File: src/lgg_pkg.sv
// constants, register codes and types shared by the life grid stream modules
// no dependencies
package lgg_pkg;

  localparam int unsigned MAX_WIDTH  = 128;
  localparam int unsigned MAX_HEIGHT = 1024;

  localparam int unsigned COL_W  = $clog2(MAX_WIDTH);
  localparam int unsigned ROW_W  = $clog2(MAX_HEIGHT);
  localparam int unsigned GW_W   = 8;
  localparam int unsigned GH_W   = 11;
  localparam int unsigned CFG_W  = 11;
  localparam int unsigned IDX_W  = 1;
  localparam int unsigned WIN_W  = 9;
  localparam int unsigned CNT_W  = 4;

  localparam logic [IDX_W-1:0] REG_GRID_WIDTH  = 1'b0;
  localparam logic [IDX_W-1:0] REG_GRID_HEIGHT = 1'b1;

  localparam logic [GW_W-1:0] GRID_WIDTH_RST  = GW_W'(120);
  localparam logic [GH_W-1:0] GRID_HEIGHT_RST = GH_W'(30);
  localparam logic [GW_W-1:0] GRID_WIDTH_MIN  = GW_W'(3);
  localparam logic [GW_W-1:0] GRID_WIDTH_MAX  = GW_W'(MAX_WIDTH);
  localparam logic [GH_W-1:0] GRID_HEIGHT_MIN = GH_W'(3);
  localparam logic [GH_W-1:0] GRID_HEIGHT_MAX = GH_W'(MAX_HEIGHT);

  // window layout: three column triplets, oldest (left) in bits 2..0,
  // each triplet holds top in bit 0, middle in bit 1, bottom in bit 2
  localparam logic [WIN_W-1:0] MASK_LEFT   = 9'h007;
  localparam logic [WIN_W-1:0] MASK_RIGHT  = 9'h1C0;
  localparam logic [WIN_W-1:0] MASK_TOP    = 9'h049;
  localparam logic [WIN_W-1:0] MASK_BOTTOM = 9'h124;
  localparam logic [WIN_W-1:0] MASK_CENTER = 9'h010;
  localparam int unsigned      CENTER_BIT  = 4;

  localparam logic [CNT_W-1:0] BIRTH_COUNT   = CNT_W'(3);
  localparam logic [CNT_W-1:0] SURVIVE_COUNT = CNT_W'(2);

  // which sides of the reported cell lie outside the grid
  typedef struct packed {
    logic left;
    logic right;
    logic top;
    logic bottom;
  } edge_flags_t;

endpackage

File: src/life_grid_generation_stream.sv
// Streaming next-generation stencil (B3/S23) on a bounded grid.
// Cells arrive in raster order, one alive bit per request on the input
// channel (in_valid_i / in_stall_o). Each result carries the next state of
// one cell with its column, row and a last-of-frame flag on the output
// channel (out_valid_o / out_stall_i). Frames follow one another without
// gaps; feeding the next frame pushes out the tail of the previous one.
// The result for a cell leaves grid_width+1 requests after the cell was
// taken; the first grid_width+1 requests after reset or a register write
// give no result, every later request gives exactly one.
// Throughput is one request per clock while in_stall_o is low: the line
// buffer is read one column ahead, so the window update and the neighbor
// count are combinational between acceptance and the output register.
// out_valid_o rises in the cycle after acceptance of the completing request.
// While the output register is full and stalled, in_stall_o is high.
// Reset restores grid_width 120 and grid_height 30 and restarts the stream
// at row 0, column 0. A register write (index 0 width, 1 height, values
// saturated to 3..128 and 3..1024) restarts the stream the same way.
// depends on lgg_pkg, lgg_line_buf, lgg_cell_rule
module life_grid_generation_stream import lgg_pkg::*; (
  input  logic             clk_i,
  input  logic             rst_ni,
  input  logic             cfg_we_i,
  input  logic [IDX_W-1:0] cfg_idx_i,
  input  logic [CFG_W-1:0] cfg_data_i,
  input  logic             in_valid_i,
  output logic             in_stall_o,
  input  logic             cell_alive_i,
  output logic             out_valid_o,
  input  logic             out_stall_i,
  output logic             next_alive_o,
  output logic [COL_W-1:0] cell_col_o,
  output logic [ROW_W-1:0] cell_row_o,
  output logic             frame_last_o
);

  logic [GW_W-1:0]  width_q;
  logic [GH_W-1:0]  height_q;
  logic [COL_W-1:0] in_col_q, in_col_d;
  logic [ROW_W-1:0] in_row_q, in_row_d;
  logic             primed_q, primed_d;
  logic [WIN_W-1:0] win_q, win_d;

  logic             out_valid_q;
  logic             next_alive_q;
  logic [COL_W-1:0] cell_col_q;
  logic [ROW_W-1:0] cell_row_q;
  logic             frame_last_q;

  logic             in_acc;
  logic [1:0]       stored;
  logic [2:0]       triplet;
  logic [1:0]       wr_data;
  logic [GW_W-1:0]  col_inc;
  logic [GH_W-1:0]  row_inc;
  logic [GH_W-1:0]  rep_row_w;
  logic [COL_W-1:0] rep_col;
  logic [ROW_W-1:0] rep_row;
  edge_flags_t      edges;
  logic             alive;
  logic [GW_W-1:0]  cfg_w_raw;
  logic [GW_W-1:0]  cfg_w_sat;
  logic [GH_W-1:0]  cfg_h_sat;

  assign in_stall_o = out_valid_q & out_stall_i;
  assign in_acc     = in_valid_i & ~in_stall_o;

  // saturate register values at write time
  always_comb begin
    cfg_w_raw = cfg_data_i[GW_W-1:0];
    if (cfg_w_raw < GRID_WIDTH_MIN) begin
      cfg_w_sat = GRID_WIDTH_MIN;
    end else if (cfg_w_raw > GRID_WIDTH_MAX) begin
      cfg_w_sat = GRID_WIDTH_MAX;
    end else begin
      cfg_w_sat = cfg_w_raw;
    end
    if (cfg_data_i < GRID_HEIGHT_MIN) begin
      cfg_h_sat = GRID_HEIGHT_MIN;
    end else if (cfg_data_i > GRID_HEIGHT_MAX) begin
      cfg_h_sat = GRID_HEIGHT_MAX;
    end else begin
      cfg_h_sat = cfg_data_i;
    end
  end

  always_ff @(posedge clk_i or negedge rst_ni) begin
    if (!rst_ni) begin
      width_q  <= GRID_WIDTH_RST;
      height_q <= GRID_HEIGHT_RST;
    end else if (cfg_we_i) begin
      case (cfg_idx_i)
        REG_GRID_WIDTH:  width_q  <= cfg_w_sat;
        REG_GRID_HEIGHT: height_q <= cfg_h_sat;
        default: ;
      endcase
    end
  end

  // new column of the window: bit0 two rows up, bit1 one row up, bit2 now
  assign triplet = {cell_alive_i, stored[0], stored[1]};
  assign wr_data = {stored[0], cell_alive_i};

  always_comb begin
    win_d    = {triplet, win_q[WIN_W-1:3]};
    primed_d = primed_q | (in_row_q >= ROW_W'(2)) |
               ((in_row_q == ROW_W'(1)) && (in_col_q != '0));

    // position of the cell the window is centered on
    if (in_col_q != '0) begin
      rep_col = in_col_q - COL_W'(1);
      if (in_row_q != '0) begin
        rep_row_w = GH_W'(in_row_q) - GH_W'(1);
      end else begin
        rep_row_w = height_q - GH_W'(1);
      end
    end else begin
      rep_col = COL_W'(width_q - GW_W'(1));
      if (in_row_q >= ROW_W'(2)) begin
        rep_row_w = GH_W'(in_row_q) - GH_W'(2);
      end else begin
        rep_row_w = GH_W'(in_row_q) + height_q - GH_W'(2);
      end
    end
    rep_row = rep_row_w[ROW_W-1:0];

    // raster position of the next request
    col_inc = GW_W'(in_col_q) + GW_W'(1);
    row_inc = GH_W'(in_row_q) + GH_W'(1);
    in_col_d = in_col_q;
    in_row_d = in_row_q;
    if (cfg_we_i) begin
      in_col_d = '0;
      in_row_d = '0;
    end else if (in_acc) begin
      if (col_inc >= width_q) begin
        in_col_d = '0;
        if (row_inc >= height_q) begin
          in_row_d = '0;
        end else begin
          in_row_d = row_inc[ROW_W-1:0];
        end
      end else begin
        in_col_d = col_inc[COL_W-1:0];
      end
    end
  end

  always_comb begin
    edges.left   = (rep_col == '0);
    edges.right  = (GW_W'(rep_col) == width_q - GW_W'(1));
    edges.top    = (rep_row == '0);
    edges.bottom = (GH_W'(rep_row) == height_q - GH_W'(1));
  end

  lgg_line_buf u_line_buf (
    .clk_i     (clk_i),
    .we_i      (in_acc),
    .wr_addr_i (in_col_q),
    .wr_data_i (wr_data),
    .rd_addr_i (in_col_d),
    .rd_data_o (stored)
  );

  lgg_cell_rule u_cell_rule (
    .window_i (win_d),
    .edges_i  (edges),
    .alive_o  (alive)
  );

  always_ff @(posedge clk_i or negedge rst_ni) begin
    if (!rst_ni) begin
      in_col_q <= '0;
      in_row_q <= '0;
      primed_q <= 1'b0;
      win_q    <= '0;
    end else if (cfg_we_i) begin
      in_col_q <= '0;
      in_row_q <= '0;
      primed_q <= 1'b0;
      win_q    <= '0;
    end else if (in_acc) begin
      in_col_q <= in_col_d;
      in_row_q <= in_row_d;
      primed_q <= primed_d;
      win_q    <= win_d;
    end
  end

  always_ff @(posedge clk_i or negedge rst_ni) begin
    if (!rst_ni) begin
      out_valid_q <= 1'b0;
    end else if (in_acc) begin
      out_valid_q <= primed_d;
    end else if (!out_stall_i) begin
      out_valid_q <= 1'b0;
    end
  end

  always_ff @(posedge clk_i) begin
    if (in_acc) begin
      next_alive_q <= alive;
      cell_col_q   <= rep_col;
      cell_row_q   <= rep_row;
      frame_last_q <= edges.right & edges.bottom;
    end
  end

  assign out_valid_o  = out_valid_q;
  assign next_alive_o = next_alive_q;
  assign cell_col_o   = cell_col_q;
  assign cell_row_o   = cell_row_q;
  assign frame_last_o = frame_last_q;

endmodule

File: src/lgg_line_buf.sv
// two-row line buffer, one 2-bit entry per column, registered read
// depends on lgg_pkg
module lgg_line_buf import lgg_pkg::*; (
  input  logic             clk_i,
  input  logic             we_i,
  input  logic [COL_W-1:0] wr_addr_i,
  input  logic [1:0]       wr_data_i,
  input  logic [COL_W-1:0] rd_addr_i,
  output logic [1:0]       rd_data_o
);

  logic [1:0] mem_q [MAX_WIDTH];
  logic [1:0] rd_data_q;

  always_ff @(posedge clk_i) begin
    if (we_i) begin
      mem_q[wr_addr_i] <= wr_data_i;
    end
  end

  // address is the column of the next request, never the one being written
  always_ff @(posedge clk_i) begin
    rd_data_q <= mem_q[rd_addr_i];
  end

  assign rd_data_o = rd_data_q;

endmodule

File: src/lgg_cell_rule.sv
// neighbor count over the masked 3x3 window and the B3/S23 decision
// depends on lgg_pkg
module lgg_cell_rule import lgg_pkg::*; (
  input  logic [WIN_W-1:0] window_i,
  input  edge_flags_t      edges_i,
  output logic             alive_o
);

  logic [WIN_W-1:0] mask;
  logic [WIN_W-1:0] nbrs;
  logic [CNT_W-1:0] count;

  always_comb begin
    mask = ~MASK_CENTER;
    if (edges_i.left)   mask = mask & ~MASK_LEFT;
    if (edges_i.right)  mask = mask & ~MASK_RIGHT;
    if (edges_i.top)    mask = mask & ~MASK_TOP;
    if (edges_i.bottom) mask = mask & ~MASK_BOTTOM;
    nbrs = window_i & mask;
  end

  always_comb begin
    count = '0;
    for (int i = 0; i < WIN_W; i++) begin
      count = count + CNT_W'(nbrs[i]);
    end
  end

  always_comb begin
    if (window_i[CENTER_BIT]) begin
      alive_o = (count == SURVIVE_COUNT) || (count == BIRTH_COUNT);
    end else begin
      alive_o = (count == BIRTH_COUNT);
    end
  end

endmodule

File: config.mk
export PLATFORM = sky130hd
export DESIGN_NAME = life_grid_generation_stream
export DESIGN_NICKNAME = d
export VERILOG_FILES = /design/src/lgg_pkg.sv /design/src/life_grid_generation_stream.sv /design/src/lgg_line_buf.sv /design/src/lgg_cell_rule.sv
export SDC_FILE = /design/constraint.sdc
export NUM_CORES = 1
export LEC_CHECK = 0
export BUFFER_PORTS_ARGS = -buffer_cell sky130_fd_sc_hd__buf_2
export CORE_MARGIN = 2
export CORE_UTILIZATION = 40
export CTS_CLUSTER_DIAMETER = 200
export DETAILED_ROUTE_END_ITERATION = 7
export PLACE_DENSITY_LB_ADDON = 0.3
export SYNTH_ARGS = -nofsm -noshare
export SYNTH_HDL_FRONTEND = slang
export SYNTH_SLANG_ARGS = --single-unit
File: constraint.sdc
create_clock -name clk_i -period 7.15 [get_ports clk_i]
set_clock_uncertainty 0.2 [all_clocks]
set_input_delay 1.0725 -clock clk_i [delete_from_list [all_inputs] [get_ports clk_i]]
set_output_delay 1.0725 -clock clk_i [all_outputs]
set_load 0.01 [all_outputs]
# Yosys cells after proc, flatten, opt, wreduce, memory -nomap -nowiden
# Memory sizes are Yosys's and may differ from the RTL's. A register that Yosys moved wholly into a read port is not among the register bits.
# Cells that the tools add are included.
# W data, S select, Z words.
# op_classes
n_addsub	17
n_mul	0
div	0
magnitude_cmp	7
eq_ne	6
n_shift	0
n_mux	30
n_bitwise	8
n_reduce_logical	11
# op_table
operator	n
$mux W10	7
$mux W7	7
$mux W9	4
$add A4 B1 Y4	7
$mux W11	2
$sub A10 B2 Y10 const B	2
$mux W8	2
$add A10 B1 Y11 const B	1
$eq A10 B11 Y1	1
$ge A11 B11 Y1	1
$gt A11 B11 Y1 const B	1
$lt A11 B2 Y1 const B	1
$sub A11 B1 Y11 const B	1
$add A10 B10 Y10	1
$eq A10 B1 Y1 const B	1
$ge A10 B2 Y1 const B	1
$logic_not A10 Y1	1
$reduce_bool A10 Y1	1
$sub A10 B1 Y10 const B	1
$and A9 B9 Y9	1
$add A7 B1 Y8 const B	1
$eq A4 B2 Y1 const B	2
$eq A7 B8 Y1	1
$ge A8 B8 Y1	1
other kinds (17)	30
# word_totals
register_bits	66
latch_bits	0
ram_bits	256
rom_bits	0
inputBits	18
out_inout_bits	21
elab_cells	91
n_memories	1
# memory_table
name	depth	word_bits	rd	rd_ports_with_merged_regs	wr	line_no	rtl
u_line_buf.mem_q	128	2	1	1	1	lgg_line_buf.sv:12	logic [1:0] mem_q [MAX_WIDTH];

# Depth between registers and ports, before layout
# depth
ltp_word	19
ltp_mapped	26
mapped_depth_nobuf	26

# Hierarchy
# Synthesis repeated with hierarchy kept, for this count alone.
# hier_totals
cells_unflattened	1253
hier_area_um2	16211.8
# by_module_without_submodules
mod	instances	cells_each	area_per_inst_um2
lgg_line_buf	1	611	10612.7
life_grid_generation_stream	1	619	5377.7
lgg_cell_rule	1	23	221.5

# Worst setup path before layout
# OpenSTA, ideal clock, no wires.
# synth_timing
path_kind	register to register
startpoint	register in_row_q[2]
endpoint	register next_alive_q, in the netlist next_alive_o, data pin
setup_ns	0.157
arrival_time_ns	5.645
required_time_ns	6.793
path_slack_ns	1.148
path_stages_with_launch	26
n_path_buf	1
synth_period_minus_slack_ns	6.002
cell_sequence	dfrtp_1 clkbuf_1 inv_1 ha_1 inv_1 fa_1 a21o_1 a21o_1 a211oi_1 o31ai_1 xnor2_1 o21ai_0 a21oi_1 nand3_1 and3_1 ha_1 inv_1 fa_1 inv_1 fa_1 fa_1 inv_1 fa_1 a2111oi_0 a21oi_1 nor3_1
# synth_via
elab_chain_cells	19
elab_cells_between_ends	26
# synth_rtl
element	line_no	rtl
from (decl)	life_grid_generation_stream.sv:39	logic [ROW_W-1:0] in_row_q, in_row_d;
from (signal assigned)	life_grid_generation_stream.sv:183	in_row_q <= in_row_d;
$add A10 B10 Y10	life_grid_generation_stream.sv:121	rep_row_w = GH_W'(in_row_q) + height_q - GH_W'(2);
$sub A10 B2 Y10	life_grid_generation_stream.sv:121	
$mux W10	life_grid_generation_stream.sv:118	if (in_row_q >= ROW_W'(2)) begin
$mux W10 (*)	life_grid_generation_stream.sv:109	if (in_col_q != '0) begin
$logic_not A10 Y1	life_grid_generation_stream.sv:151	edges.top = (rep_row == '0);
$mux W7	lgg_cell_rule.sv:17	if (edges_i.top) mask = mask & ~MASK_TOP;
$mux W9 (*)	lgg_cell_rule.sv:18	if (edges_i.bottom) mask = mask & ~MASK_BOTTOM;
$and A9 B9 Y9 (*)	lgg_cell_rule.sv:19	nbrs = window_i & mask;
$add A1 B1 Y2	lgg_cell_rule.sv:25	count = count + CNT_W'(nbrs[i]);
$add A4 B1 Y4 (6 in a row)	lgg_cell_rule.sv:25	
$add A4 B1 Y4 (*)	lgg_cell_rule.sv:25	
$eq A4 B2 Y1 (on tied branches)	lgg_cell_rule.sv:31, lgg_cell_rule.sv:33	
$logic_or A1 B1 Y1	lgg_cell_rule.sv:31	alive_o = (count == SURVIVE_COUNT) || (count == BIRTH_COUNT);
$mux W1 (*)	lgg_cell_rule.sv:30	if (window_i[CENTER_BIT]) begin
named net alive	life_grid_generation_stream.sv:59	logic alive;
to (signal assigned)	life_grid_generation_stream.sv:201	next_alive_q <= alive;
to (decl)	life_grid_generation_stream.sv:44	logic next_alive_q;
# The timed path passes the listed nets; every way through them passes the cells marked *.
# A chain may end at the register's enable or synchronous reset.

# Worst setup path after layout
# layout_timing
startpoint	register in_row_q[1]
endpoint	register next_alive_q, in the netlist next_alive_o, data pin
# layout_via
elab_chain_cells	19
elab_cells_between_ends	26
# layout_rtl
element	line_no	rtl
$add A10 B10 Y10	life_grid_generation_stream.sv:121	
$sub A10 B2 Y10	life_grid_generation_stream.sv:121	
$mux W10	life_grid_generation_stream.sv:118	
$mux W10 (*)	life_grid_generation_stream.sv:109	
named net rep_row_w[7]	life_grid_generation_stream.sv:55	logic [GH_W-1:0] rep_row_w;
$logic_not A10 Y1	life_grid_generation_stream.sv:151	
$mux W7	lgg_cell_rule.sv:17	
$mux W9 (*)	lgg_cell_rule.sv:18	
$and A9 B9 Y9 (*)	lgg_cell_rule.sv:19	
$add A1 B1 Y2	lgg_cell_rule.sv:25	
$add A4 B1 Y4 (6 in a row)	lgg_cell_rule.sv:25	
$add A4 B1 Y4 (*)	lgg_cell_rule.sv:25	
$eq A4 B2 Y1 (on tied branches)	lgg_cell_rule.sv:31, lgg_cell_rule.sv:33	
$logic_or A1 B1 Y1	lgg_cell_rule.sv:31	
$mux W1 (*)	lgg_cell_rule.sv:30	
named net alive	life_grid_generation_stream.sv:59	
# Marks and branches as above.

==> impl_metrics.json <==
{
  "fill_cells": 3712,
  "holdCritPathClass": "reg2reg",
  "htreeDepth": 2,
  "cts_buffers": 37,
  "path_clk_slew_ns": 0.06,
  "tritoncts": "built",
  "final_nets": 1586,
  "synth_edf_count": 275,
  "placed_area_um2": 17000,
  "ys_types": 76,
  "syn2layout_area_growth_pct": 12.0,
  "cp.arrival_ns": 6.75,
  "start_util": 0.406,
  "grt_overflow": 0,
  "p_leak_uw": 0.00672,
  "rsz0062_at_grt": "false",
  "critPathLaunchType": "flop",
  "firstDrtPassIters": 5,
  "design_area_um2": 18200,
  "grtUsageTotal": 0.205,
  "fmax_mhz": 153,
  "hold_viol_final": 0,
  "drive_gt1_frac": 0.0990,
  "post_cts_resized": 0,
  "synthCells": 1479,
  "post_drt_wl_per_cell_um": 20.5,
  "hold_path_startpoint": "width_q[6]$_DFFE_PN1P_",
  "via_per_inst": 5.57,
  "synthArstFlopShare": 0.137,
  "hold_end": "width_q[6]$_DFFE_PN1P_",
  "power.switching_uw": 1370,
  "rrSetupSlack_ns": 0.60,
  "vias": 11500,
  "antenna_found_initial": 0,
  "dpl_worst_slack_ns": 0.643,
  "min_path_cells": 2,
  "synth_fp_nets": 1554,
  "r2r-start": "in_row_q[1]$_DFFE_PN0P_",
  "ys_ff_latch": 321,
  "cts_setup_buffers": 0,
  "worst_slack_ns": 0.599,
  "grt_max_degree": 106,
  "syn_avg_cell_area_um2": 11.0,
  "post-route-util": 0.455,
  "clockBufferDepth": 3,
  "die_area_um2": 42200,
  "p_sw_frac": 0.279,
  "drc": 0,
  "tightestPinTransition_ns": 1.16,
  "multi_input_area_um2": 6210,
  "synth_warnings": 0,
  "seqCellArea_um2": 9410,
  "die_h_um": 205,
  "grt_pass1_vias": 11300,
  "fin_crit_sh": 0.916,
  "maxSlewHeadroom": 0.223,
  "fin_crit_ns": 6.55,
  "gp_congestion": 0.914,
  "r2r_cells": 25,
  "cts_root_buf": "clkbuf_16",
  "wl_um": 42200,
  "ant_nets": 0,
  "setup_viol": 0,
  "required_ns": 7.35,
  "seqPwrFrac": 0.452,
  "timing.setup.tns_ns": 0,
  "worst_setup_path_end_kind": "flop",
  "clkLatencyLatePin_ns": 0.56,
  "n_antenna_cell": 0,
  "slew_violations": 0,
  "cellPowerDensity_nw_per_um2": 270,
  "power_frac_comb": 0.172,
  "crit_type": "reg2reg",
  "yosysSeqAreaShare": 0.580,
  "io_buffers": 38,
  "drt_iter0_drc": 1245,
  "die_width_um": 205,
  "holdWs_ns": 0.289,
  "synthFlopType": "edfxtp_1",
  "core_um2": 39900,
  "cts.sink_count": 321,
  "regToRegEndpoint": "next_alive_o$_DFFE_PP_",
  "status": "finished, final reports clean",
  "num_rows": 73,
  "cap_violations": 0,
  "num_io_pins": 39,
  "cell_internal_pwr_uw": 3540,
  "postCtsHoldBufs": 0,
  "ir_worst_vdd_v": 0.000212,
  "synth_area_um2": 16200,
  "grt_first_pass_wirelength_um": 65600,
  "p_clk_frac": 0.376,
  "cp_max_fo": 7,
  "hpwlAfterDp_um": 27000
}
==> registers in the layout, indices dropped and copies added (netlist names), 2 cells and up <==
| register | cells |
|---|---|
| u_line_buf.rd_data_o | 2 |
| in_row_q | 10 |
| win_q | 6 |
| width_q | 8 |
| in_col_q | 7 |
| cell_row_o | 10 |
| u_line_buf.mem_q | 256 |
| height_q | 11 |
| cell_col_o | 7 |
==> power groups by stage <==
stage	logic (uW)	clock network [uW]	registers, uW
finish	845	1850	2220
global route	941	1960	2230
CTS	847	1880	2220
detailed placement	844	0	2260
global placement	837	0	2260
floorplan	564	0	2270
==> final cells by class <==
class | instances | area share
Inverter | 68 | 0.0141
Clock buffer | 50 | 0.0554
Sequential cell | 321 | 0.518
Multi-Input combinational cell | 1016 | 0.342
Timing Repair Buffer | 67 | 0.0247
Clock inverter | 14 | 0.00985
Tap cell | 525 | 0.0362
==> worst max-delay path by stage <==
stage	start	end	slack, ns	depth (start not counted)
CTS	in_row_q[1]$_DFFE_PN0P_	next_alive_o$_DFFE_PP_	0.62	25
floorplan	in_row_q[2]$_DFFE_PN0P_	next_alive_o$_DFFE_PP_	1.15	25
finish	in_row_q[1]$_DFFE_PN0P_	next_alive_o$_DFFE_PP_	0.60	25
detailed placement	in_row_q[1]$_DFFE_PN0P_	next_alive_o$_DFFE_PP_	0.64	25
global placement	in_row_q[1]$_DFFE_PN0P_	next_alive_o$_DFFE_PP_	0.69	25
global route	in_row_q[1]$_DFFE_PN0P_	next_alive_o$_DFFE_PP_	0.22	25
==> metal layers <==
metal | global-route usage | up-vias | share of wire
met2 | 0.332 | 375 | 0.47
met3 | 0.0352 | 87 | 0.065
met1 | 0.276 | 5627 | 0.43
met4 | 0.0779 | 0 | 0.030
met5 | 0 | - | 0
li1 | - | 5389 | -
==> synthesized netlist by cell type (18+ instances only) <==
master / instances / area, um2
edfxtp_1: 275 / 8260
nand2_1: 252 / 946
nor2_1: 167 / 627
nand3_1: 106 / 531
inv_1: 65 / 244
mux2i_1: 57 / 571
ha_1: 52 / 651
xnor2_1: 49 / 429
a21oi_1: 44 / 220
clkbuf_1: 36 / 135
dfrtp_1: 36 / 901
buf_2: 23 / 115
and3_1: 22 / 138
nand4_1: 20 / 125
o21ai_0: 18 / 90.1
xor2_1: 18 / 158
==> cell usage in the layout, fill, tap and decap left out, drive strengths merged, types with 4 or more instances in the layout <==
cell type / n
inv: 66
dfrtp: 36
nor3b: 4
and3: 22
clkbuf: 50
nor3: 19
nor2: 169
nand2b: 10
nor2b: 11
ha: 52
a21o: 10
a22o: 14
nand3: 106
o31ai: 7
o21ai: 20
edfxtp: 275
or4: 8
a222oi: 4
nand4: 20
clkinv: 13
dfstp: 8
a2111oi: 4
mux2: 8
nand2: 252
nor4: 15
o211ai: 10
o221ai: 9
or3: 4
fa: 5
a31oi: 16
xor2: 18
a32oi: 4
xnor2: 49
a21oi: 44
mux2i: 57
buf: 67
a311oi: 5
==> stage by stage <==
stage / std cells / total power, uW
2_1_floorplan: 1479 / 2830
3_3_place_gp: 1997 / 3090
3_5_place_dp: 1997 / 3100
4_1_cts: 2061 / 4950
5_1_grt: 2061 / 5130
6_report: 2061 / 4910
==> cell families after synthesis <==
| family | count (synthesis) | share of synthesized area |
|---|---|---|
| muxes | 65 | 0.0407 |
| DFF | 321 | 0.580 |
| and+or+nand+nor | 650 | 0.182 |
| buffers and inverters | 142 | 0.0381 |
| adders and majority gates | 57 | 0.0463 |
| xor gates and xnor gates | 67 | 0.0362 |
| AOI/OAI and AO/OA | 177 | 0.0767 |
==> worst max-delay path, cell delays in order (launching register included) <==
cell and delay [ns]:
dfrtp_1 0.45, inv_1 0.19, ha_1 0.31, inv_1 0.04, ha_1 0.21, fa_1 0.41, a21o_1 0.18, a21o_1 0.20
a211oi_1 0.39, or4_1 0.16, and3_1 0.13, a21oi_1 0.06, nor4_1 0.38, nand3_1 0.17, and3_1 0.22, ha_1 0.27
inv_1 0.05, fa_1 0.52, inv_1 0.05, fa_1 0.56, fa_1 0.19, inv_1 0.05, fa_1 0.37, a2111oi_0 0.36
a21oi_1 0.08, nor3_1 0.17
(Power assumes the default switching activity.)
